--- src/design/crhm_pkg.sv ---
`timescale 1ns / 1ps

package crhm_pkg;

	localparam int DEPTH_W = 16;
	localparam int EXT_W   = 16;
	localparam int HR_W    = 12;
	localparam int COL_W   = 11;
	localparam int CNT_W   = 24;
	localparam int NUM_W   = EXT_W + HR_W + 2;
	localparam int DEN_W   = DEPTH_W + 1;
	localparam int APB_AW  = 4;
	localparam int APB_DW  = 32;

	localparam logic [CNT_W-1:0] COUNT_MAX = {CNT_W{1'b1}};

	localparam logic [1:0] REG_DEPTH_MAX = 2'd0;
	localparam logic [1:0] REG_EXTENT    = 2'd1;
	localparam logic [1:0] REG_HALF_ROWS = 2'd2;

	typedef struct packed {
		logic [DEPTH_W-1:0] depth_max;
		logic [EXT_W-1:0]   model_extent;
		logic [HR_W-1:0]    half_rows;
	} cfg_t;

	typedef struct packed {
		logic [DEPTH_W-1:0] d;
		logic [COL_W-1:0]   col;
		logic               first;
	} tag_t;

endpackage

--- src/design/crhm_cfg.sv ---
`timescale 1ns / 1ps

module crhm_cfg (
	input  logic                          clk,
	input  logic                          arst_n,
	input  logic                          psel,
	input  logic                          penable,
	input  logic                          pwrite,
	input  logic [crhm_pkg::APB_AW-1:0]   paddr,
	input  logic [crhm_pkg::APB_DW-1:0]   pwdata,
	output logic [crhm_pkg::APB_DW-1:0]   prdata,
	output logic                          pready,
	output crhm_pkg::cfg_t                cfg
);

	crhm_pkg::cfg_t cfg_q;
	logic [1:0]     idx;
	logic           wr;

	assign idx    = paddr[3:2];
	assign wr     = psel && penable && pwrite;
	assign pready = 1'b1;
	assign cfg    = cfg_q;

	always_ff @(posedge clk or negedge arst_n) begin
		if (!arst_n) begin
			cfg_q.depth_max    <= crhm_pkg::DEPTH_W'(65535);
			cfg_q.model_extent <= crhm_pkg::EXT_W'(1000);
			cfg_q.half_rows    <= crhm_pkg::HR_W'(240);
		end else if (wr) begin
			case (idx)
				crhm_pkg::REG_DEPTH_MAX: cfg_q.depth_max    <= pwdata[crhm_pkg::DEPTH_W-1:0];
				crhm_pkg::REG_EXTENT:    cfg_q.model_extent <= pwdata[crhm_pkg::EXT_W-1:0];
				crhm_pkg::REG_HALF_ROWS: cfg_q.half_rows    <= pwdata[crhm_pkg::HR_W-1:0];
				default: ;
			endcase
		end
	end

	always_comb begin
		case (idx)
			crhm_pkg::REG_DEPTH_MAX: prdata = crhm_pkg::APB_DW'(cfg_q.depth_max);
			crhm_pkg::REG_EXTENT:    prdata = crhm_pkg::APB_DW'(cfg_q.model_extent);
			crhm_pkg::REG_HALF_ROWS: prdata = crhm_pkg::APB_DW'(cfg_q.half_rows);
			default:                 prdata = '0;
		endcase
	end

endmodule

--- config.mk ---
export PLATFORM = sky130hd
export DESIGN_NAME = crhm_cfg
export DESIGN_NICKNAME = d
export VERILOG_FILES = /design/src/design/crhm_pkg.sv /design/src/design/crhm_cfg.sv
export SDC_FILE = /design/constraint.sdc
export NUM_CORES = 1
export LEC_CHECK = 0
export ABC_AREA = 1
export BUFFER_PORTS_ARGS = -buffer_cell sky130_fd_sc_hd__buf_4
export CAP_MARGIN = 20
export CELL_PAD_IN_SITES_DETAIL_PLACEMENT = 0
export CELL_PAD_IN_SITES_GLOBAL_PLACEMENT = 1
export CORE_MARGIN = 2
export CORE_UTILIZATION = 33
export CTS_CLUSTER_DIAMETER = 50
export DETAILED_ROUTE_END_ITERATION = 12
export PLACE_DENSITY = 0.95
export SLEW_MARGIN = 5
export SYNTH_ARGS = -nofsm -noshare
export SYNTH_HDL_FRONTEND = slang
export SYNTH_SLANG_ARGS = --single-unit
export TNS_END_PERCENT = 10
--- constraint.sdc ---
create_clock -name clk -period 1.89 [get_ports clk]
set_input_delay 0.2835 -clock clk [delete_from_list [all_inputs] [get_ports clk]]
set_output_delay 0.2835 -clock clk [all_outputs]
set_load 0.005 [all_outputs]
======== Word-level counts from Yosys, hierarchy flattened ========
Cells that the tools add are included.
word-level totals
  flip-flop bits (word level) ............. 44
  input bits .............................. 41
  output and inout port bits .............. 77
  word-level logic and storage cells ...... 12
operators by class
  equal/unequal tests ..................... 2
  multiplexer cells ....................... 1
  reduce and logical (&&, ||, !) cells .... 6
operators by type and width
  kind                number
  $pmux 16 s3         1
  $reduce_and 2->1    3
  $eq 2x1->1 const B  1
  $eq 2x2->1 const B  1
  $logic_and 1x1->1   2
  $logic_not 2->1     1

======== Longest topological paths before layout ========
  word-level depth ........................ 3
  depth in mapped cells ................... 7
  depth with buffers taken out ............ 6

======== Worst setup path after synthesis ========
No wires, ideal clock.
  path type ............................... input to output
  from .................................... in paddr[3] (netlist bit)
  to ...................................... out prdata[1] (netlist bit)
  arrival ................................. 0.803 ns
  slack ................................... 0.803 ns
  stages .................................. 6
  buffers on the path ..................... 1
  cells stage by stage .................... inv_2 -> nand2_2 -> inv_2 -> buf_4 -> nand2_1 -> nand3_1
between the ends
  word-level cells in the longest chain between the ends .. 2
  elaborated cells between the ends (all ways) .. 4
  those cells by class .................... 2 x eq/ne; 1 x mux; 1 x reduce/logical
RTL lines
  element                             line            source
  from (decl)                         crhm_cfg.sv:9   input logic [crhm_pkg::APB_AW-1:0] paddr,
  $eq 2x2->1 (tied with other cells)  crhm_cfg.sv:41  case (idx)
  $pmux 16 s3 (*)                     crhm_cfg.sv:41
  to (decl)                           crhm_cfg.sv:11  output logic [crhm_pkg::APB_DW-1:0] prdata,
Mark *: on every way between the ends. The rest lies on a longest branch, timed or not.

======== Worst setup path after layout ========
  from .................................... in paddr[3] (netlist bit)
  to ...................................... out prdata[10] (netlist bit)
Same word-level chain as after synthesis.

==> summary.md <==
| Metric | Value |
|---|---|
| R2R Setup Slk | ~1100 ps |
| Type of the worst min-delay path | in2reg |
| Setup TNS | 0 ps |
| Number of distinct standard cells referenced by the synthesized netlist | 15 |
| Total die area | 7300 um^2 |
| Half-perimeter wire length after placement | 3.91 mm |
| Global-route wire length before repair | a little over 9 mm |
| Fin crit period | between 1000 and 1500 ps |
| Initial core utilization | 0.343 |
| Count of TritonRoute iterations in the first routing pass | 4 |
| Type of the worst setup path | in2out |
| Sequential share of the synthesized area | 0.518 |
| Post-route cell area | 2910 um^2 |
| Commonest cells after routing, fill and taps aside | 184 x sky130_fd_sc_hd__nand2_1, 85 x sky130_fd_sc_hd__buf_4, 26 x sky130_fd_sc_hd__dfstp_2 |
| Area growth from synthesis to layout | 32.8% |
| Worst setup EP type | output port |
| Clk Latency, worst-skew pair | 290 ps |
| Final clock period utilization by the worst path | 0.774 |
| DR vias | 1911 |
| Clk buf depth | 2 |
| Buffer cell driving the clock tree root | sky130_fd_sc_hd__clkbuf_8 |
| Leakage power | 1.60 nW |
| Input/output buffers | 82 |
| Pre-CTS setup slack | 376 ps |
| Worst slew slack as a fraction of its limit | 0.630 |
| Number of buffers added by the clock tree synthesis step | 5 |
| Avg WL per Cell | between 10 and 15 um |
| Non-filler instance count after layout | around 440 |
| Flip-flop count of the largest register after layout | 44 |
| Instance area at placement | about 2800 um^2 |
| Antenna violations before repair | 0 |
| Critical path endpoint | prdata[10] |
| ANT cells | 0 |
| Number of design rule violations left after detail routing | 0 |
| Count of endpoints failing setup in the final report | 0 |
| Top Ports | 118 |
| Via density | approximately 4.3 |
| Clock sink count | 44 |
| Multi-input gate area in the final layout | 897 um^2 |
| Highest clock frequency the design can meet | 0.683 GHz |
| Count of standard-cell rows | 29 |
| Height of the die | about 85 um |
| Final cell utilization of the core | 0.455 |
| Result of the run | completed |
| Mapped Avg Cell Area | 7.76 um^2 |
| Total overflow reported by the global router | 0 |
| Area taken by flip-flops and latches | 1130 um^2 |
| Setup repair after global routing missed its margin | no |
| Number of filler cells placed in the layout | about 660 |
| Origin of the critical flop-to-flop path | cfg[34] |
| First-iteration detailed-routing DRC count | 101 |
| Met1 routing resource usage after global routing | 0.201 |
| Combined area of all synthesized cells | 2190 um^2 |
| Net count reported at finish | 405 |
| Final total power | 2.83 mW |
| Pwr dens | 973 nW/um^2 |
| Clock tree from TritonCTS | done |
| Final critical-path setup slack | 426 ps |
| Placed cell count | 433 |
| Worst vdd rail ir drop | 0.000496 V |
| Synthesis-stage register bit count | 44 |
| Startpoint of the most critical setup path | paddr[3] |
| Number of global-route vias before repair | approximately 1800 |
| Sequential fraction of design power | 0.488 |
| Internal power | slightly above 2 mW |
| Clock tree skew after final layout | 0 ps |
| Placer congestion estimate | 0.702 |
| Core region area | 6390 um^2 |
| Switching power | between 0.7 and 0.8 mW |
| Met2 track demand over resource | 0.283 |
| Met3 routing resource usage after global routing | 0.0370 |
| Endpoint of the most critical register-to-register path | cfg[34] |
| Logic depth of the worst register-to-register path | 2 |
| Max_cap viols | 0 |
| Clock Pin Slew Worst Setup and Hold Paths | 80 ps |
| Ratio of cells with drive above 1 in the final layout | 0.353 |
| Warning count from the yosys run | 0 |
| Most frequent standard cell in the layout excluding fill and tap cells | sky130_fd_sc_hd__nand2_1 |
| Syn Inst Count | 282 |
| Data arrival time at the worst-slack endpoint | 1180 ps |
| Worst endpoint required time | 1610 ps |
| Drt total wl | about 5.7 mm |
| Die width | 85.4 um |
| # H-tree levels | 2 |
| Portion of total power attributed to the clock network | 0.251 |
| Largest net degree at the start of global routing | 45 |
| Fraction of power spent switching nets | 0.281 |
| Worst hold slack | 197 ps |
| Residual antenna-violating net count after detailed routing | 0 |
| Number of pins exceeding their max-slew limit in the final report | 0 |
| Logic gate share of total power | 0.261 |
| Crit Path Max Fanout | 17 |
| Hold Violations, Final | 0 |
| Crit start category | input pin |
| Slew at the pin closest to its max-slew limit | 555 ps |
| Top Usage Layer GRT | met2 |
| Total global routing track utilization | 0.162 |
## power by group through the flow
stage	logic [mW]	registers, mW	clock network [mW]
finish	0.739	1.38	0.709
global route	0.833	1.41	0.776
CTS	0.755	1.38	0.738
detailed placement	0.752	1.40	0
global placement	0.736	1.39	0
floorplan	0.274	1.39	0
## what timing repair did
action	in CTS	in global routing
gates resized for setup	0	0
hold buffers	1	0
buffers inserted	0	0
endpoints found under the hold margin	18	0
## layout make-up
type | count | area share
multi-input cells | 222 | 0.309
inverters | 5 | 0.00646
clock inverters | 3 | 0.0146
clock buffers | 5 | 0.0237
repair buffers | 86 | 0.223
flip-flops and latches | 44 | 0.390
well taps | 77 | 0.0332
## worst max-delay path, stage by stage
cell and delay [ps]:
sky130_fd_sc_hd__buf_4 130, sky130_fd_sc_hd__inv_2 60, sky130_fd_sc_hd__nand2_2 70, sky130_fd_sc_hd__inv_2 300
sky130_fd_sc_hd__nand2_1 90, sky130_fd_sc_hd__nand3_1 120, sky130_fd_sc_hd__buf_4 120
## metal layers
metal / vias to the layer above / wire length, um
met5: - / 0
met2: 55 / 2940
li1: 980 / -
met3: 2 / 283
met1: 874 / 2440
met4: 0 / 15
## worst min-delay path by stage
stage	slack, ps	from	depth (start not counted)	end
after floorplan	-10	arst_n	0	cfg[0]
after global placement	300	arst_n	1	cfg[8]
after detailed placement	310	arst_n	1	cfg[8]
after CTS	180	pwdata[15]	3	cfg[43]
after global routing	180	pwdata[12]	3	cfg[24]
final	200	pwdata[12]	3	cfg[24]
## synth_stat cells
library cell,number,share of area
sky130_fd_sc_hd__buf_2,3,0.0069
sky130_fd_sc_hd__buf_4,21,0.072
sky130_fd_sc_hd__buf_6,2,0.010
sky130_fd_sc_hd__conb_1,2,0.0034
sky130_fd_sc_hd__dfrtp_1,18,0.21
sky130_fd_sc_hd__dfstp_2,26,0.31
sky130_fd_sc_hd__inv_1,3,0.0051
sky130_fd_sc_hd__inv_2,2,0.0034
sky130_fd_sc_hd__nand2_1,184,0.32
sky130_fd_sc_hd__nand2_2,2,0.0057
sky130_fd_sc_hd__nand2_4,1,0.0051
sky130_fd_sc_hd__nand3_1,12,0.027
sky130_fd_sc_hd__nand3_2,1,0.0046
sky130_fd_sc_hd__nor2_1,1,0.0017
sky130_fd_sc_hd__nor2_4,4,0.021
## cells by family after synthesis
logic type | count (synthesis) | share of synthesized area
buf+inv | 31 | 0.0978
flops | 44 | 0.518
other cells | 2 | 0.00343
simple gates | 205 | 0.381
Note: power is estimated with default switching activity, not from simulation.
