File: config.mk
export PLATFORM = sky130hd
export DESIGN_NAME = crhm_div
export DESIGN_NICKNAME = d
export VERILOG_FILES = /design/src/design/crhm_pkg.sv /design/src/design/crhm_div.sv
export SDC_FILE = /design/constraint.sdc
export NUM_CORES = 2
export LEC_CHECK = 0
export BUFFER_PORTS_ARGS = -buffer_cell sky130_fd_sc_hd__buf_2
export CAP_MARGIN = 15
export CORE_UTILIZATION = 63
export CTS_CLUSTER_SIZE = 30
export DETAILED_ROUTE_END_ITERATION = 6
export PLACE_DENSITY = 0.8
export REMOVE_ABC_BUFFERS = 1
export SLEW_MARGIN = 20
export SYNTH_ARGS = -nofsm -noshare
export SYNTH_HDL_FRONTEND = slang
export SYNTH_SLANG_ARGS = --single-unit
File: constraint.sdc
create_clock -name clk -period 3.9 [get_ports clk]
set_input_delay 0.585 -clock clk [delete_from_list [all_inputs] [get_ports clk]]
set_output_delay 0.585 -clock clk [all_outputs]
set_load 0.02 [all_outputs]
File: src/design/crhm_pkg.sv
`timescale 1ns / 1ps

package crhm_pkg;

	localparam int DEPTH_W = 16;
	localparam int EXT_W   = 16;
	localparam int HR_W    = 12;
	localparam int COL_W   = 11;
	localparam int CNT_W   = 24;
	localparam int NUM_W   = EXT_W + HR_W + 2;
	localparam int DEN_W   = DEPTH_W + 1;
	localparam int APB_AW  = 4;
	localparam int APB_DW  = 32;

	localparam logic [CNT_W-1:0] COUNT_MAX = {CNT_W{1'b1}};

	localparam logic [1:0] REG_DEPTH_MAX = 2'd0;
	localparam logic [1:0] REG_EXTENT    = 2'd1;
	localparam logic [1:0] REG_HALF_ROWS = 2'd2;

	typedef struct packed {
		logic [DEPTH_W-1:0] depth_max;
		logic [EXT_W-1:0]   model_extent;
		logic [HR_W-1:0]    half_rows;
	} cfg_t;

	typedef struct packed {
		logic [DEPTH_W-1:0] d;
		logic [COL_W-1:0]   col;
		logic               first;
	} tag_t;

endpackage

File: src/design/crhm_div.sv
`timescale 1ns / 1ps

module crhm_div (
	input  logic                        clk,
	input  logic                        arst_n,
	input  logic                        en,
	input  logic                        in_v,
	input  logic [crhm_pkg::NUM_W-1:0]  in_num,
	input  logic [crhm_pkg::DEN_W-1:0]  in_den,
	input  crhm_pkg::tag_t              in_tag,
	output logic                        out_v,
	output logic [crhm_pkg::NUM_W-1:0]  out_q,
	output crhm_pkg::tag_t              out_tag
);

	localparam int N  = crhm_pkg::NUM_W;
	localparam int DW = crhm_pkg::DEN_W;

	logic                 v_s   [N];
	logic [DW-1:0]        rem_s [N];
	logic [N-1:0]         num_s [N];
	logic [N-1:0]         quo_s [N];
	logic [DW-1:0]        den_s [N];
	crhm_pkg::tag_t       tag_s [N];

	genvar i;
	generate
		for (i = 0; i < N; i++) begin : g_st
			logic           pv;
			logic [DW-1:0]  prem;
			logic [N-1:0]   pnum;
			logic [N-1:0]   pquo;
			logic [DW-1:0]  pden;
			crhm_pkg::tag_t ptag;
			logic [DW:0]    trial;
			logic           ge;

			if (i == 0) begin : g_first
				assign pv   = in_v;
				assign prem = '0;
				assign pnum = in_num;
				assign pquo = '0;
				assign pden = in_den;
				assign ptag = in_tag;
			end else begin : g_next
				assign pv   = v_s[i-1];
				assign prem = rem_s[i-1];
				assign pnum = num_s[i-1];
				assign pquo = quo_s[i-1];
				assign pden = den_s[i-1];
				assign ptag = tag_s[i-1];
			end

			assign trial = {prem, pnum[N-1]};
			assign ge    = trial >= {1'b0, pden};

			always_ff @(posedge clk or negedge arst_n) begin
				if (!arst_n) begin
					v_s[i] <= 1'b0;
				end else if (en) begin
					v_s[i] <= pv;
				end
			end

			always_ff @(posedge clk) begin
				if (en) begin
					rem_s[i] <= ge ? DW'(trial - {1'b0, pden}) : DW'(trial);
					num_s[i] <= {pnum[N-2:0], 1'b0};
					quo_s[i] <= {pquo[N-2:0], ge};
					den_s[i] <= pden;
					tag_s[i] <= ptag;
				end
			end
		end
	endgenerate

	assign out_v   = v_s[N-1];
	assign out_q   = quo_s[N-1];
	assign out_tag = tag_s[N-1];

	a_rem_lt_den: assert property (@(posedge clk) disable iff (!arst_n)
		v_s[N-1] && den_s[N-1] != '0 |-> rem_s[N-1] < den_s[N-1])
		else $error("divider remainder not below divisor");

endmodule

## Word level (Yosys, flattened, before mapping)

Memories as Yosys holds them, arrays and structs flattened.
Cells that the tools add are included.

| word-level totals | value |
|---|---|
| bits of input ports | 79 |
| output and inout port bits | 59 |
| word-level logic and storage cells | 127 |
| latch bits | 0 |
| ROM bits | 0 |
| memory bits (writable) | 3630 |
| flip-flop bits (word level) | 30 |
| memories | 5 |

Memory list:

| name | depth | bits a word | rd ports | clocked after memory_dff | wr ports | line | RTL |
|---|---|---|---|---|---|---|---|
| quo_s | 30 | 30 | 30 | 0 | 30 | crhm_div.sv:22 | `logic [N-1:0] quo_s [N];` |
| num_s | 30 | 29 | 29 | 0 | 30 | crhm_div.sv:21 | `logic [N-1:0] num_s [N];` |
| tag_s | 30 | 28 | 30 | 0 | 30 | crhm_div.sv:24 | `crhm_pkg::tag_t tag_s [N];` |
| den_s | 30 | 17 | 29 | 0 | 30 | crhm_div.sv:23 | `logic [DW-1:0] den_s [N];` |
| rem_s | 30 | 17 | 29 | 0 | 30 | crhm_div.sv:20 | `logic [DW-1:0] rem_s [N];` |

| operators by class | value |
|---|---|
| $add $sub $neg | 30 |
| div/mod/pow operators | 0 |
| magnitude comparators | 30 |
| reductions and logical operators | 0 |
| shift-type cells | 0 |
| bitwise gates (word level) | 0 |
| eq/ne operators | 0 |
| multiply operators | 0 |
| muxes and demuxes | 32 |

Operators with widths:

| kind | number |
|---|---|
| 18-bit by 17-bit >= comparator with 1-bit output | 29 |
| 17-bit two-way mux | 30 |
| 17-bit subtractor | 29 |
| 1-bit by 17-bit >= comparator with 1-bit output | 1 |
| 1-bit by 17-bit subtractor with 17-bit output | 1 |
| 1-bit two-way mux | 2 |

## Longest topological paths before layout

An unclocked memory read counts as a cell.

| logic depth | value |
|---|---|
| word-level depth | 3 |
| mapped depth | 15 |
| mapped depth without buffers | 13 |

## Worst setup path before layout

OpenSTA, ideal clock, no wires.

| path | value |
|---|---|
| path type | register to register |
| start | memory num_s[1][144] in the netlist's numbering |
| end | memory rem_s[1][100] in the netlist's numbering (data pin) |
| required time | 3640 ps |
| setup time | 260 ps |
| arrival time | 3049 ps |
| period minus slack after synthesis | 3308 ps |
| stages on the path, launching flop included | 15 |
| buffers on the path | 1 |
| slack | 592 ps |
| cells stage by stage | edfxtp_1 inv_1 ha_1 inv_1 fa_1 a21o_1 a21oi_1 o21bai_1 a21oi_1 o21ai_1 nor2_1 o31ai_1 a211oi_4 buf_4 mux2_2 |

RTL lines:

| what | line |
|---|---|
| from (decl) | crhm_div.sv:21 |
| to (decl) | crhm_div.sv:20 |

==> out/metrics.cfg <==
[run_status]
status = finished clean

[grt]
grt_use_total = 0.213
busiest_layer = met2
met3_usage = 0.0325
overflow = 0
grt_max_degree = 126
use_met1 = 0.277
use_met2 = 0.364
grt_pass1_vias = 57400
grt_antenna_before_repair = 4
grt_pass1_wl_microns = 300000

[placed_design]
gp_congestion = 0.921
dp_slack_ns = 0.268
dpl.hpwl_microns = 119000
io_buffer_count = 137

[setup_path]
critPathKind = reg2reg
critPathMaxFanout = 18
critPathBufInv = 2
worst-path-stages = 13
cpMaxStageDelayCell = a211o_1
cp_top_family = compound AO/OA/AOI/OAI gates
crit_start = num_s[1][173]$_DFFE_PP_
reg2reg_depth = 13
end_kind = flop
crit_top_cell = inv_1
r2r_start = num_s[1][173]$_DFFE_PP_
cp.arrival_ns = 4.34
cp.required_ns = 4.53
critPathLaunchType = flop
cp_slowest_stage_delay_ns = 0.60
crit_chain = inv_1 -> ha_1 -> inv_1 -> fa_1 -> a21o_1 -> a211oi_2 -> o211a_1 -> nor2_1 -> o211ai_1 -> and3_1 -> o21ai_0 -> a211o_1 -> mux2_2

[routing]
first_iter_violations = 4754
drt_pass1_iterations = 6
wl_microns = 188000
wire_per_inst_microns = 18.9
vias_per_cell = 5.67
drc_errors = 0
ant_nets = 0
vias = 56600

[die]
dieArea_sq_um = 178000
initial_core_util = 0.637
rows = 153
die_h_microns = 422
die_x_microns = 422
core-area_sq_um = 175000
ios = 138

[sta]
whs_ns = 0.234
fin_setup_tns_ns = 0
finalCritPeriodShare = 0.953
slew_viol_final = 0
fmax_ghz = 0.269
min_period_ns = 3.72
hold_viol_final = 0
setup_viol = 0
rsz0062_at_grt = no
setup_ws_ns = 0.183
skew_ns = 0.0726
slew_headroom = 0.274
tightest_slew_ns = 1.09

[clocking]
path_clk_slew_ns = 0.06
clkSinkCount = 2756
cts.path.max_buffers = 4
ctsResizeCount = 0
root_buffer = clkbuf_16
insertion_delay_ns = 0.92
cts_tree = done
cts_htree_levels = 5
cts_buffers = 289

[worst_hold_path]
worstHoldPathType = in2reg
hold_depth = 1
hold_start = en

[yosys]
async_flop_share = 0.0109
yosys.area.top_type = edfxtp_1
ys_top_cells_by_area = edfxtp_1, ha_1, mux2_2
syn-cell-area_sq_um = 111000
ys_types = 84
synth_seq_cells = 2756
synth_edf_count = 2726
ys_warn_count = 0
syn-instance-count = 6891
ys_seq_area_frac = 0.742
synth.avg_cell_area_sq_um = 16.2
yosysTopAreaCellShare = 0.735
synthFlopType = edfxtp_1

[flow_run]
cap_violations = 0

[layout]
area_growth_pct = 12.9
mostFrequentLayoutCells = edfxtp_1, inv_1, ha_1
fill_cells = 10500
final_common_cell = edfxtp_1
drive_above_1_share = 0.130
nets = 8046

[power_and_ir_drop]
p_leak_nw = 47.8
max-vdd-ir-drop_mv = 0.477
p_per_area_nw_per_um2 = 748

==> path summary, 6_finish.rpt <==
| check | end | slack, ns |
|---|---|---|
| worst min-delay path | num_s[0][94]$_DFFE_PP_ | 0.23 |
| max in group asynchronous | g_st[17].pv$_DFFE_PN0P_ | 3.18 |
| min in group asynchronous | g_st[1].pv$_DFFE_PN0P_ | 0.30 |
| worst max register to register | rem_s[1][107]$_DFFE_PP_ | 0.18 |
| worst min register to register | num_s[0][312]$_DFFE_PP_ | 0.37 |
| worst max-delay path | rem_s[1][107]$_DFFE_PP_ | 0.18 |
==> cell families (layout without fill, tap and decap cells) <==
group / after synthesis / after routing / synth area share
DFF: 2756 / 2756 / 0.742
muxes: 300 / 300 / 0.0304
adders and majority gates: 523 / 523 / 0.0607
buffers and inverters: 722 / 1472 / 0.0250
and+or+nand+nor: 970 / 970 / 0.0415
xor gates and xnor gates: 382 / 382 / 0.0300
other: 0 / 3 / 0
AOI/OAI and AO/OA: 1238 / 1238 / 0.0705
==> metrics by stage <==
| step | instance area [sq um] | cells | power (W) | utilization |
|---|---|---|---|---|
| 4_1_cts | 126000 | 9966 | 0.0945 | 0.719 |
| 6_report | 126000 | 9969 | 0.0940 | 0.719 |
| 2_1_floorplan | 111000 | 6815 | 0.0608 | - |
| 3_5_place_dp | 116000 | 9401 | 0.0676 | 0.664 |
| 5_1_grt | 126000 | 9967 | 0.0990 | 0.719 |
| 3_3_place_gp | 116000 | 9401 | 0.0666 | 0.664 |
==> cell usage after synthesis (28+ instances only) <==
cell      count
and3_1       28
nor2b_1      65
nor3_1       90
nand3_1      58
ha_1        495
xnor2_1     261
inv_1       645
o21bai_1     64
nand4_1      58
nor2_1      284
a21oi_1     398
nand2b_1     43
a31oi_1      35
a211oi_1     32
o21ai_0     271
xor2_1      121
o21a_1       46
a21o_1      197
fa_1         28
edfxtp_1   2726
mux2_2      273
dfrtp_1      30
nand2_1     251
clkbuf_1     45
==> power breakdown <==
group | switching [W] | internal (W)
clock network | 0.0107 | 0.0154
logic | 0.0141 | 0.0124
registers | 0.00253 | 0.0389
==> routing by layer <==
layer,part of all wire,up-vias
li1,-,27000
met1,0.42,27500
met2,0.50,1552
met3,0.050,462
met4,0.035,0
met5,0,-
==> area by class of cell <==
type | instances | area, sq um | share of cell area
inverter | 646 | 2420 | 0.0193
tap | 2325 | 2910 | 0.0231
antenna | 3 | 7.51 | 0.0000597
sequential | 2756 | 82600 | 0.657
clock buffer | 343 | 7610 | 0.0606
multi-input combinational | 3413 | 26000 | 0.207
clock inverter | 145 | 1320 | 0.0105
timing repair buffer | 338 | 2830 | 0.0225
==> flip-flops by register name, indices dropped and copies added, names as in the netlist <==
register  count
tag_s       840
den_s       493
g_st.pv      29
num_s       435
rem_s       493
quo_s       465
out_v         1
==> timing repair <==
item | 4_1_cts | 5_1_grt
endpoints found under the hold margin | 106 | 0
hold buffers | 77 | 0
setup buffers | 0 | 0
(Power assumes the default switching activity.)
