## src/design/crhm_ram.sv

```systemverilog
`timescale 1ns / 1ps

module crhm_ram #(
	parameter int WIDTH = 8,
	parameter int DEPTH = 16
) (
	input  logic                               clk,
	input  logic                               we,
	input  logic [(DEPTH > 1 ? $clog2(DEPTH) : 1)-1:0] waddr,
	input  logic [WIDTH-1:0]                   wdata,
	input  logic                               re,
	input  logic [(DEPTH > 1 ? $clog2(DEPTH) : 1)-1:0] raddr,
	output logic [WIDTH-1:0]                   rdata
);

	logic [WIDTH-1:0] mem [DEPTH];

	always_ff @(posedge clk) begin
		if (we) begin
			mem[waddr] <= wdata;
		end
		if (re) begin
			rdata <= mem[raddr];
		end
	end

endmodule

```

## config.mk

```make
export PLATFORM = sky130hd
export DESIGN_NAME = crhm_ram
export DESIGN_NICKNAME = d
export VERILOG_FILES = /design/src/design/crhm_ram.sv
export SDC_FILE = /design/constraint.sdc
export NUM_CORES = 1
export LEC_CHECK = 0
export BUFFER_PORTS_ARGS = -buffer_cell sky130_fd_sc_hd__buf_2
export CORE_ASPECT_RATIO = 1.2
export CORE_UTILIZATION = 55
export CTS_BUF_LIST = sky130_fd_sc_hd__clkbuf_4 sky130_fd_sc_hd__clkbuf_8
export DETAILED_ROUTE_END_ITERATION = 16
export PLACE_DENSITY = 0.72
export SLEW_MARGIN = 15
export SYNTH_ARGS = -nofsm -noshare
export SYNTH_HDL_FRONTEND = slang
export SYNTH_SLANG_ARGS = --single-unit
```

## constraint.sdc

```tcl
create_clock -name clk -period 2.15 [get_ports clk]
set_input_delay 0 -clock clk [delete_from_list [all_inputs] [get_ports clk]]
set_output_delay 0 -clock clk [all_outputs]
set_load 0.02 [all_outputs]
```

# After elaboration in Yosys (flattened, before gate mapping)
# Memory sizes are Yosys's and may differ from the RTL's. A register that Yosys moved wholly into a read port is not among the register bits.
# Cells that the tools add are included.
word_totals:
  output_inout_bits: 8
  ram_bits: 128
  elab_cells: 3
  n_memories: 1
  regBits: 0
  in_bits: 19
mem_list:
  columns: ["memory", "words", "word_bits", "rd", "rd_clocked_by_memory_dff", "wr", "line", "text"]
  rows:
  - ["mem", 16, 8, 1, 1, 1, "16", "logic [WIDTH-1:0] mem [DEPTH];"]
classes:
  muxes: 2
op_table:
  columns: ["cell", "n"]
  rows:
  - ["$mux 1", 2]

# Depth between registers and ports, before layout
# Gate-level depths: netlist (run 1).
depth:
  depth_word: 2
  ltp_mapped: 5

# Least setup slack after synthesis (run 1)
# No wires, ideal clock.
synth_timing:
  kind: "input to register"
  from: "input waddr[2] (netlist bit)"
  to: "memory mem[0][0] (enable)"
  required_ps: 1767
  stages: 2
  arrival_ps: 1110
  setup_ps: 383
  path_buffers: 0
  slack_ps: 657
  path_cell_list: "or3b_2 nor3_1"
synth_lines:
  columns: ["element", "line", "text"]
  rows:
  - ["start: declaration", "9", "input logic [(DEPTH > 1 ? $clog2(DEPTH) : 1)-1:0] waddr,"]
  - ["end: declaration", "16", null]
# No word-level cell before the write port.

==> results of run 1 <==
routing by layer:
metal,vias up,GRT usage [%]
met5,-,0
li1,1110,-
met2,90,34.7
met1,1283,28.8
met3,13,5.72
met4,0,8.96
layout by cell type, fill, tap and decap left out:
cell type / instances
edfxtp_1: 136
buf_2: 26
mux4_2: 18
buf_4: 18
clkbuf_8: 17
a22oi_1: 16
mux4_1: 14
nor2_1: 13
nand2_1: 9
dlygate4sd3_1: 9
bufinv_16: 6
nor3_1: 4
clkinv_2: 4
buf_12: 3
nand3b_1: 2
nand2b_1: 2
clkinvlp_4: 2
clkinv_1: 2
nor2b_1: 1
and2_1: 1
and2b_1: 1
nand3_1: 1
or3b_2: 1
clkinv_4: 1
path summary, 6_finish.rpt:
path,slack [ps],from,end,cells after the start
max,650,mem[1][5]$_DFFE_PP_,rdata[5]$_DFFE_PP_,3
min,130,waddr[1],mem[4][5]$_DFFE_PP_,3
max reg2reg,650,mem[1][5]$_DFFE_PP_,rdata[5]$_DFFE_PP_,3
min reg2reg,750,mem[12][6]$_DFFE_PP_,rdata[6]$_DFFE_PP_,3
where the power goes:
group / leakage, nW / internal, mW / switching (mW)
sequential: 1.24 / 2.98 / 0.0149
combinational: 0.636 / 0.130 / 0.168
clock: 0.230 / 1.48 / 0.910
logic make-up (layout without fill, tap and decap cells):
group | Yosys count | in the layout | synth area share [%]
DFF | 136 | 136 | 78.1
and+or+nand+nor | 35 | 35 | 3.14
muxes | 32 | 32 | 14.8
AOI/OAI and AO/OA | 16 | 16 | 2.30
buffers and inverters | 10 | 88 | 1.65
cell usage after synthesis (2+ instances only):
| master | n |
|---|---|
| edfxtp_1 | 136 |
| mux4_2 | 18 |
| a22oi_1 | 16 |
| mux4_1 | 14 |
| nor2_1 | 13 |
| nand2_1 | 9 |
| nor3_1 | 4 |
| buf_2 | 3 |
| buf_6 | 3 |
| clkdlybuf4s25_2 | 3 |
| nand2b_1 | 2 |
| nand3b_1 | 2 |
per-stage QoR:
| step | hold WS, ps | instance area [um^2] |
|---|---|---|
| finish | 128 | 6170 |
| global route | 111 | 6170 |
| CTS | 100 | 6170 |
| detailed placement | 376 | 5620 |
| global placement | 376 | 5620 |
| floorplan | 98.9 | 5230 |
flip-flops by register name, indices dropped and copies added, names as in the netlist:
register,flops
mem,128
rdata,8
area by class of cell:
cell class / count / area, um^2
Clock buffer: 17 / 234
Clock inverter: 15 / 231
Fill cell: 590 / 2960
Multi-Input combinational cell: 83 / 1060
Sequential cell: 136 / 4080
Tap cell: 120 / 150
Timing Repair Buffer: 56 / 415
worst min-delay path: stages:
cell,delay (ps)
buf_2,140
nor3_1,80
buf_4,160
==> reports/qor.txt, run 1 <==
status: finished clean
met2 routed WL: 4.74 mm
core area: 9130 um^2
Mapped Nets: 248
dominant cell type by area after synthesis: edfxtp_1
crit path DAT: 1670 ps
clock slew at reported path FFs: 70 ps
#FFs+latches synth: 136
final WL: 9.61 mm
Worst Tran Pin Value: 795 ps
Critical Path RT: 2320 ps
Avg WL per Cell: 22.5 um
top cell type's share of synthesized area: 78.1%
dpl ws: 372 ps
Initial DRC Count: 190
min Tclk post-route: 1500 ps
Post-synth EDFFs: 136
gr ovfl total: 0
Yosys cell types: 18
power density cells: 922 nW/um^2
routed via count: 2496
placed cells: 386
Peak VDD IR: 565 uV
Initial Util: 57.3%
IO Port Bufs: 26
I/O pins: 27
CP bufs+invs: 0
TritonCTS buffer count: 17
synth top area cells: edfxtp_1, mux4_2, mux4_1
total power: 5.69 mW
RSZ-0062 raised after global routing: false
setup TNS: 0 ps
syn_area_per_cell: 22.8 um^2
Syn. warnings: 0
n_diodes: 0
final setup violation count: 0
Die ar.: 9900 um^2
TritonCTS clock tree: built
vias in the first global route: 2620
Max Freq: 667 MHz
Met1 Routed Length: 4.14 mm
worst rel slew slack: 46.9%
worst setup margin: 652 ps
GR Util All Layers: 21.7%
Pleak: 2.10 nW
synthesized cell area: 5230 um^2
final hold violation count: 0
CP peak stage delay: 540 ps
antenna violations before repair: 0
via/cell ratio: 5.85
FP Rows: 38
Layout Skew: 9.32 ps
HPWL after DPL: 6.22 mm
worst hold path type: primary input to flop
Detail Route Antenna Nets: 0
sequential area share after synthesis: 78.1%
share of cells above drive strength 1: 31.3%
Max-Cap Viols: 0
Initial DRT Pass Iterations: 7
Slew Limit Fails: 0
startpoint types: flop
Skew-Pair Late Insertion Delay: 420 ps
Top Layer Used: met4
routability cong.: 0.735
Syn Inst Count: 229
Synth Flop Type: edfxtp_1
worst setup path class: flop to flop
crit path max fanout: 1
TritonCTS Sinks: 136
Crit path max-delay family: multiplexers
Die Width: 91.0 um
worst-path cell chain: mux4_1, a22oi_1, nand2_1
# resized after CTS: 0
CTS root buf: clkbuf_8
Post-Layout Cell Count: 427
largest net degree at the start of global routing: 22
Slowest-stage cell, CP: mux4_1
Die Y: 109 um
Area growth syn-to-layout: 18.1%
asr flop ratio synth: 0%
global-route wire length before repair: 14.8 mm
final core occ: 67.6%
CTS Hold Buffers Added: 9
post-layout net count: 313
crit end category: flop
met3 wire len: 590 um
Post CTS Setup Buffer Count: 0
H-tree levels: 4
CTS Buffer Depth: 2
drc violations: 0
Tcrit/Tclk final: 69.7%
Note: power is estimated with default switching activity, not from simulation.
==> inputs of run 2 (changes only) <==
--- a/config.mk
+++ b/config.mk
@@ -5,6 +5,7 @@
 export SDC_FILE = /design/constraint.sdc
 export NUM_CORES = 1
 export LEC_CHECK = 0
+export ABC_AREA = 1
 export BUFFER_PORTS_ARGS = -buffer_cell sky130_fd_sc_hd__buf_2
 export CORE_ASPECT_RATIO = 1.2
 export CORE_UTILIZATION = 55
==> constraint.sdc (replaced) <==
create_clock -name clk -period 1.6 [get_ports clk]
set_input_delay 0 -clock clk [delete_from_list [all_inputs] [get_ports clk]]
set_output_delay 0 -clock clk [all_outputs]
set_load 0.02 [all_outputs]
==> reports/qor.txt, run 2 <==
n_diodes: 0 (unchanged)
via/cell ratio: 5.30 (-9.3%)
CP bufs+invs: 1 (+1)
total power: 7.14 mW (+25%)
sequential area share after synthesis: 69.8% (-8.3 points)
Compound-Gate Fraction of Synth Area: 0% (-2.3 points)
gr ovfl total: 0 (unchanged)
switching power: 1.57 mW (+44%)
HP Start: raddr[3]
Detail Route Antenna Nets: 0 (unchanged)
Critical Path RT: 1780 ps (-540 ps)
# resized after CTS: 0 (unchanged)
CP peak stage delay: 370 ps (-170 ps)
share of cells above drive strength 1: 12.7% (-19 points)
max FFs per register: 128 (unchanged)
crit path max fanout: 1 (unchanged)
Multi-input gate area: 1210 um^2 (+15%)
Synth Area in XOR/XNOR: 0% (unchanged)
routed via count: 3929 (+57%)
I/O pins: 27 (unchanged)
Crit path max-delay family: simple AND/OR/NAND/NOR gates
worst hold stages: 3 (unchanged)
Syn Inst Count: 551 (+140%)
TritonCTS buffer count: 17 (unchanged)
Skew-Pair Late Insertion Delay: 430 ps (about the same)
Initial DRT Pass Iterations: 7 (unchanged)
global-route wire length before repair: 19.5 mm (+32%)
Logic pwr share: 7.1% (+1.8 points)
Post CTS Setup Buffer Count: 0 (unchanged)
vias in the first global route: 3874 (+48%)
Mapped Nets: 570 (+130%)
most frequent cells in the layout: nand2_1, edfxtp_1, inv_1
mux cell area share after synthesis: 0% (-15 points)
GR Util All Layers: 24.8% (+3.1 points)
startpoint types: flop
Layout Skew: 13.7 ps (+4.42 ps)
Pleak: 2.88 nW (+37%)
synth top area cells: edfxtp_1, nand2_1, nand3_1
syn_area_per_cell: 10.6 um^2 (-54%)
Sw Share: 22.0% (+2.8 points)
#FFs+latches synth: 136 (unchanged)
most common cell after layout, fill and taps aside: nand2_1
Max Freq: 841 MHz (+26%)
sequential share of power: 56.5% (+3.8 points)
Met1 Routed Length: 5.10 mm (+23%)
crit end category: flop
clock power share: 36.4% (-5.6 points)
largest family of logic cells by synthesized area: simple AND/OR/NAND/NOR gates
core area: 10200 um^2 (+11%)
Initial DRC Count: 309 (+63%)
Yosys cell types: 11 (-7)
setup TNS: 0 ps (unchanged)
min Tclk post-route: 1190 ps (-309 ps)
HPWL after DPL: 7.67 mm (+23%)
CTS root buf: clkbuf_8
Peak VDD IR: 661 uV (+17%)
Int Power: 5.57 mW (+21%)
worst rel slew slack: 61.8% (+15 points)
Avg WL per Cell: 16.5 um (-27%)
Tcrit/Tclk final: 74.3% (+4.6 points)
routability cong.: 0.806 (+9.7%)
status: finished clean
Worst R2R Setup Slack: 410 ps (-240 ps)
Synth top cells by count: nand2_1, edfxtp_1, inv_1
TritonCTS Sinks: 136 (unchanged)
Reg2Reg Depth: 6 (+3)
dominant cell type by area after synthesis: edfxtp_1
WHS Endpoint: rdata[6]$_DFFE_PP_
Max-Cap Viols: 0 (unchanged)
Top reg by flops: mem
power density cells: 1080 nW/um^2 (+17%)
worst r2r src: mem[11][5]$_DFFE_PP_
met2 routed WL: 6.07 mm (+28%)
final core occ: 65.0% (-2.6 points)
Area growth syn-to-layout: 12.9%
top flop regs: mem x128, rdata x8
Synth Flop Type: edfxtp_1
Die ar.: 11000 um^2 (+12%)
Storage cell area: 4080 um^2 (unchanged)
crit path DAT: 1370 ps (-300 ps)
placed cells: 701 (+82%)
Initial Util: 57.5% (+0.29 points)
post-layout net count: 622 (+99%)
final hold violation count: 0 (unchanged)
final setup violation count: 0 (unchanged)
area share of fa/ha/maj cells after synthesis: 0% (unchanged)
Top Layer Used: met4
worst setup path class: flop to flop
Die Y: 115 um (+5.7%)
worst-path cell chain: inv_1, nand2_1, nand3_1, nand3_1, nand3_1, nand2_1
final WL: 12.2 mm (+27%)
CP most frequent cell: nand3_1
TritonCTS clock tree: built
largest net degree at the start of global routing: 65 (+200%)
synthesized cell area: 5850 um^2 (+12%)
asr flop ratio synth: 0% (unchanged)
number of fill cells in the layout: 798 (+35%)
H-tree levels: 4 (unchanged)
Worst Tran Pin Value: 573 ps (-222 ps)
drc violations: 0 (unchanged)
RSZ-0062 raised after global routing: false
Post-synth EDFFs: 136 (unchanged)
FP Rows: 40 (+5.3%)
IO Port Bufs: 26 (unchanged)
antenna violations before repair: 0 (unchanged)
Slowest-stage cell, CP: edfxtp_1
Die Width: 96.1 um (+5.6%)
CTS Buffer Depth: 2 (unchanged)
reg2reg end: rdata[5]$_DFFE_PP_
Synth Area in Simple Gates: 20.8% (+18 points)
Slew Limit Fails: 0 (unchanged)
top cell type's share of synthesized area: 69.8% (-8.3 points)
met3 wire len: 705 um (+19%)
Post-Layout Cell Count: 741 (+74%)
Syn. warnings: 0 (unchanged)
clock slew at reported path FFs: 80 ps (about the same)
worst hold path type: primary input to flop
most numerous cell in the Yosys netlist: nand2_1
-- run 2: changes by cell type after synthesis, sizes merged, moves of 3 or more --
cell / previous run / this run
buf: 7 / 24
nand3: 1 / 97
nor3: 4 / 0
nor2: 13 / 17
clkdlybuf4s25: 3 / 0
a22oi: 16 / 0
mux4: 32 / 0
nand2: 9 / 173
inv: 0 / 102
-- run 2: repair_timing --
item / 4_1_cts / 5_1_grt
setup endpoints to repair: 0 / 0
endpoints found under the hold margin: 136 / 0
hold buffers: 9 / 0
-- run 2: cells by family after synthesis --
| family | Yosys count |
|---|---|
| buffers and inverters | 126 |
| DFF | 136 |
| and+or+nand+nor | 289 |
-- run 2: final cells by class --
| type | instances | area share [%] |
|---|---|---|
| well taps | 126 | 2.39 |
| clock buffers | 20 | 3.89 |
| flip-flops and latches | 136 | 61.9 |
| repair buffers | 57 | 6.03 |
| multi-input cells | 289 | 18.4 |
| clock inverters | 11 | 1.63 |
| inverters | 102 | 5.80 |
-- run 2: worst max path at each step --
stage	slack (ps)	start	cells after the start	endpoint
detailed placement	340	raddr[0]	8	rdata[5]$_DFFE_PP_
global route	340	mem[11][5]$_DFFE_PP_	6	rdata[5]$_DFFE_PP_
global placement	370	raddr[0]	8	rdata[5]$_DFFE_PP_
CTS	400	mem[11][5]$_DFFE_PP_	6	rdata[5]$_DFFE_PP_
finish	410	mem[11][5]$_DFFE_PP_	6	rdata[5]$_DFFE_PP_
floorplan	650	waddr[2]	2	mem[10][0]$_DFFE_PP_
-- run 2: metal layers --
layer | vias up | GRT usage, %
li1 | 1885 | -
met1 | 1862 | 31.2
met2 | 153 | 40.4
met3 | 29 | 6.02
met4 | 0 | 11.5
met5 | - | 0
-- run 2: power by group through the flow --
stage                     Clock [mW]  Combinational (mW)  Sequential [mW]
after floorplan                    0               0.281             4.13
after global placement             0               0.476             4.11
after detailed placement           0               0.486             4.11
after CTS                       2.64               0.504             4.03
after global routing            2.75               0.563             4.04
final                           2.60               0.506             4.03
-- run 2: through the flow --
step / cell area (um^2) / worst slack [ps] / hold WS, ps
2_1_floorplan: 5850 / 649 / 98.9
3_3_place_gp: 6150 / 368 / 380
3_5_place_dp: 6150 / 341 / 386
4_1_cts: 6600 / 396 / 3.81
5_1_grt: 6600 / 344 / 53.1
6_report: 6600 / 411 / 52.2
-- run 2: worst register-to-register path: stages, from the launching register on --
cell	delay, ps
edfxtp_1	370
inv_1	70
nand2_1	50
nand3_1	100
nand3_1	100
nand3_1	170
nand2_1	80
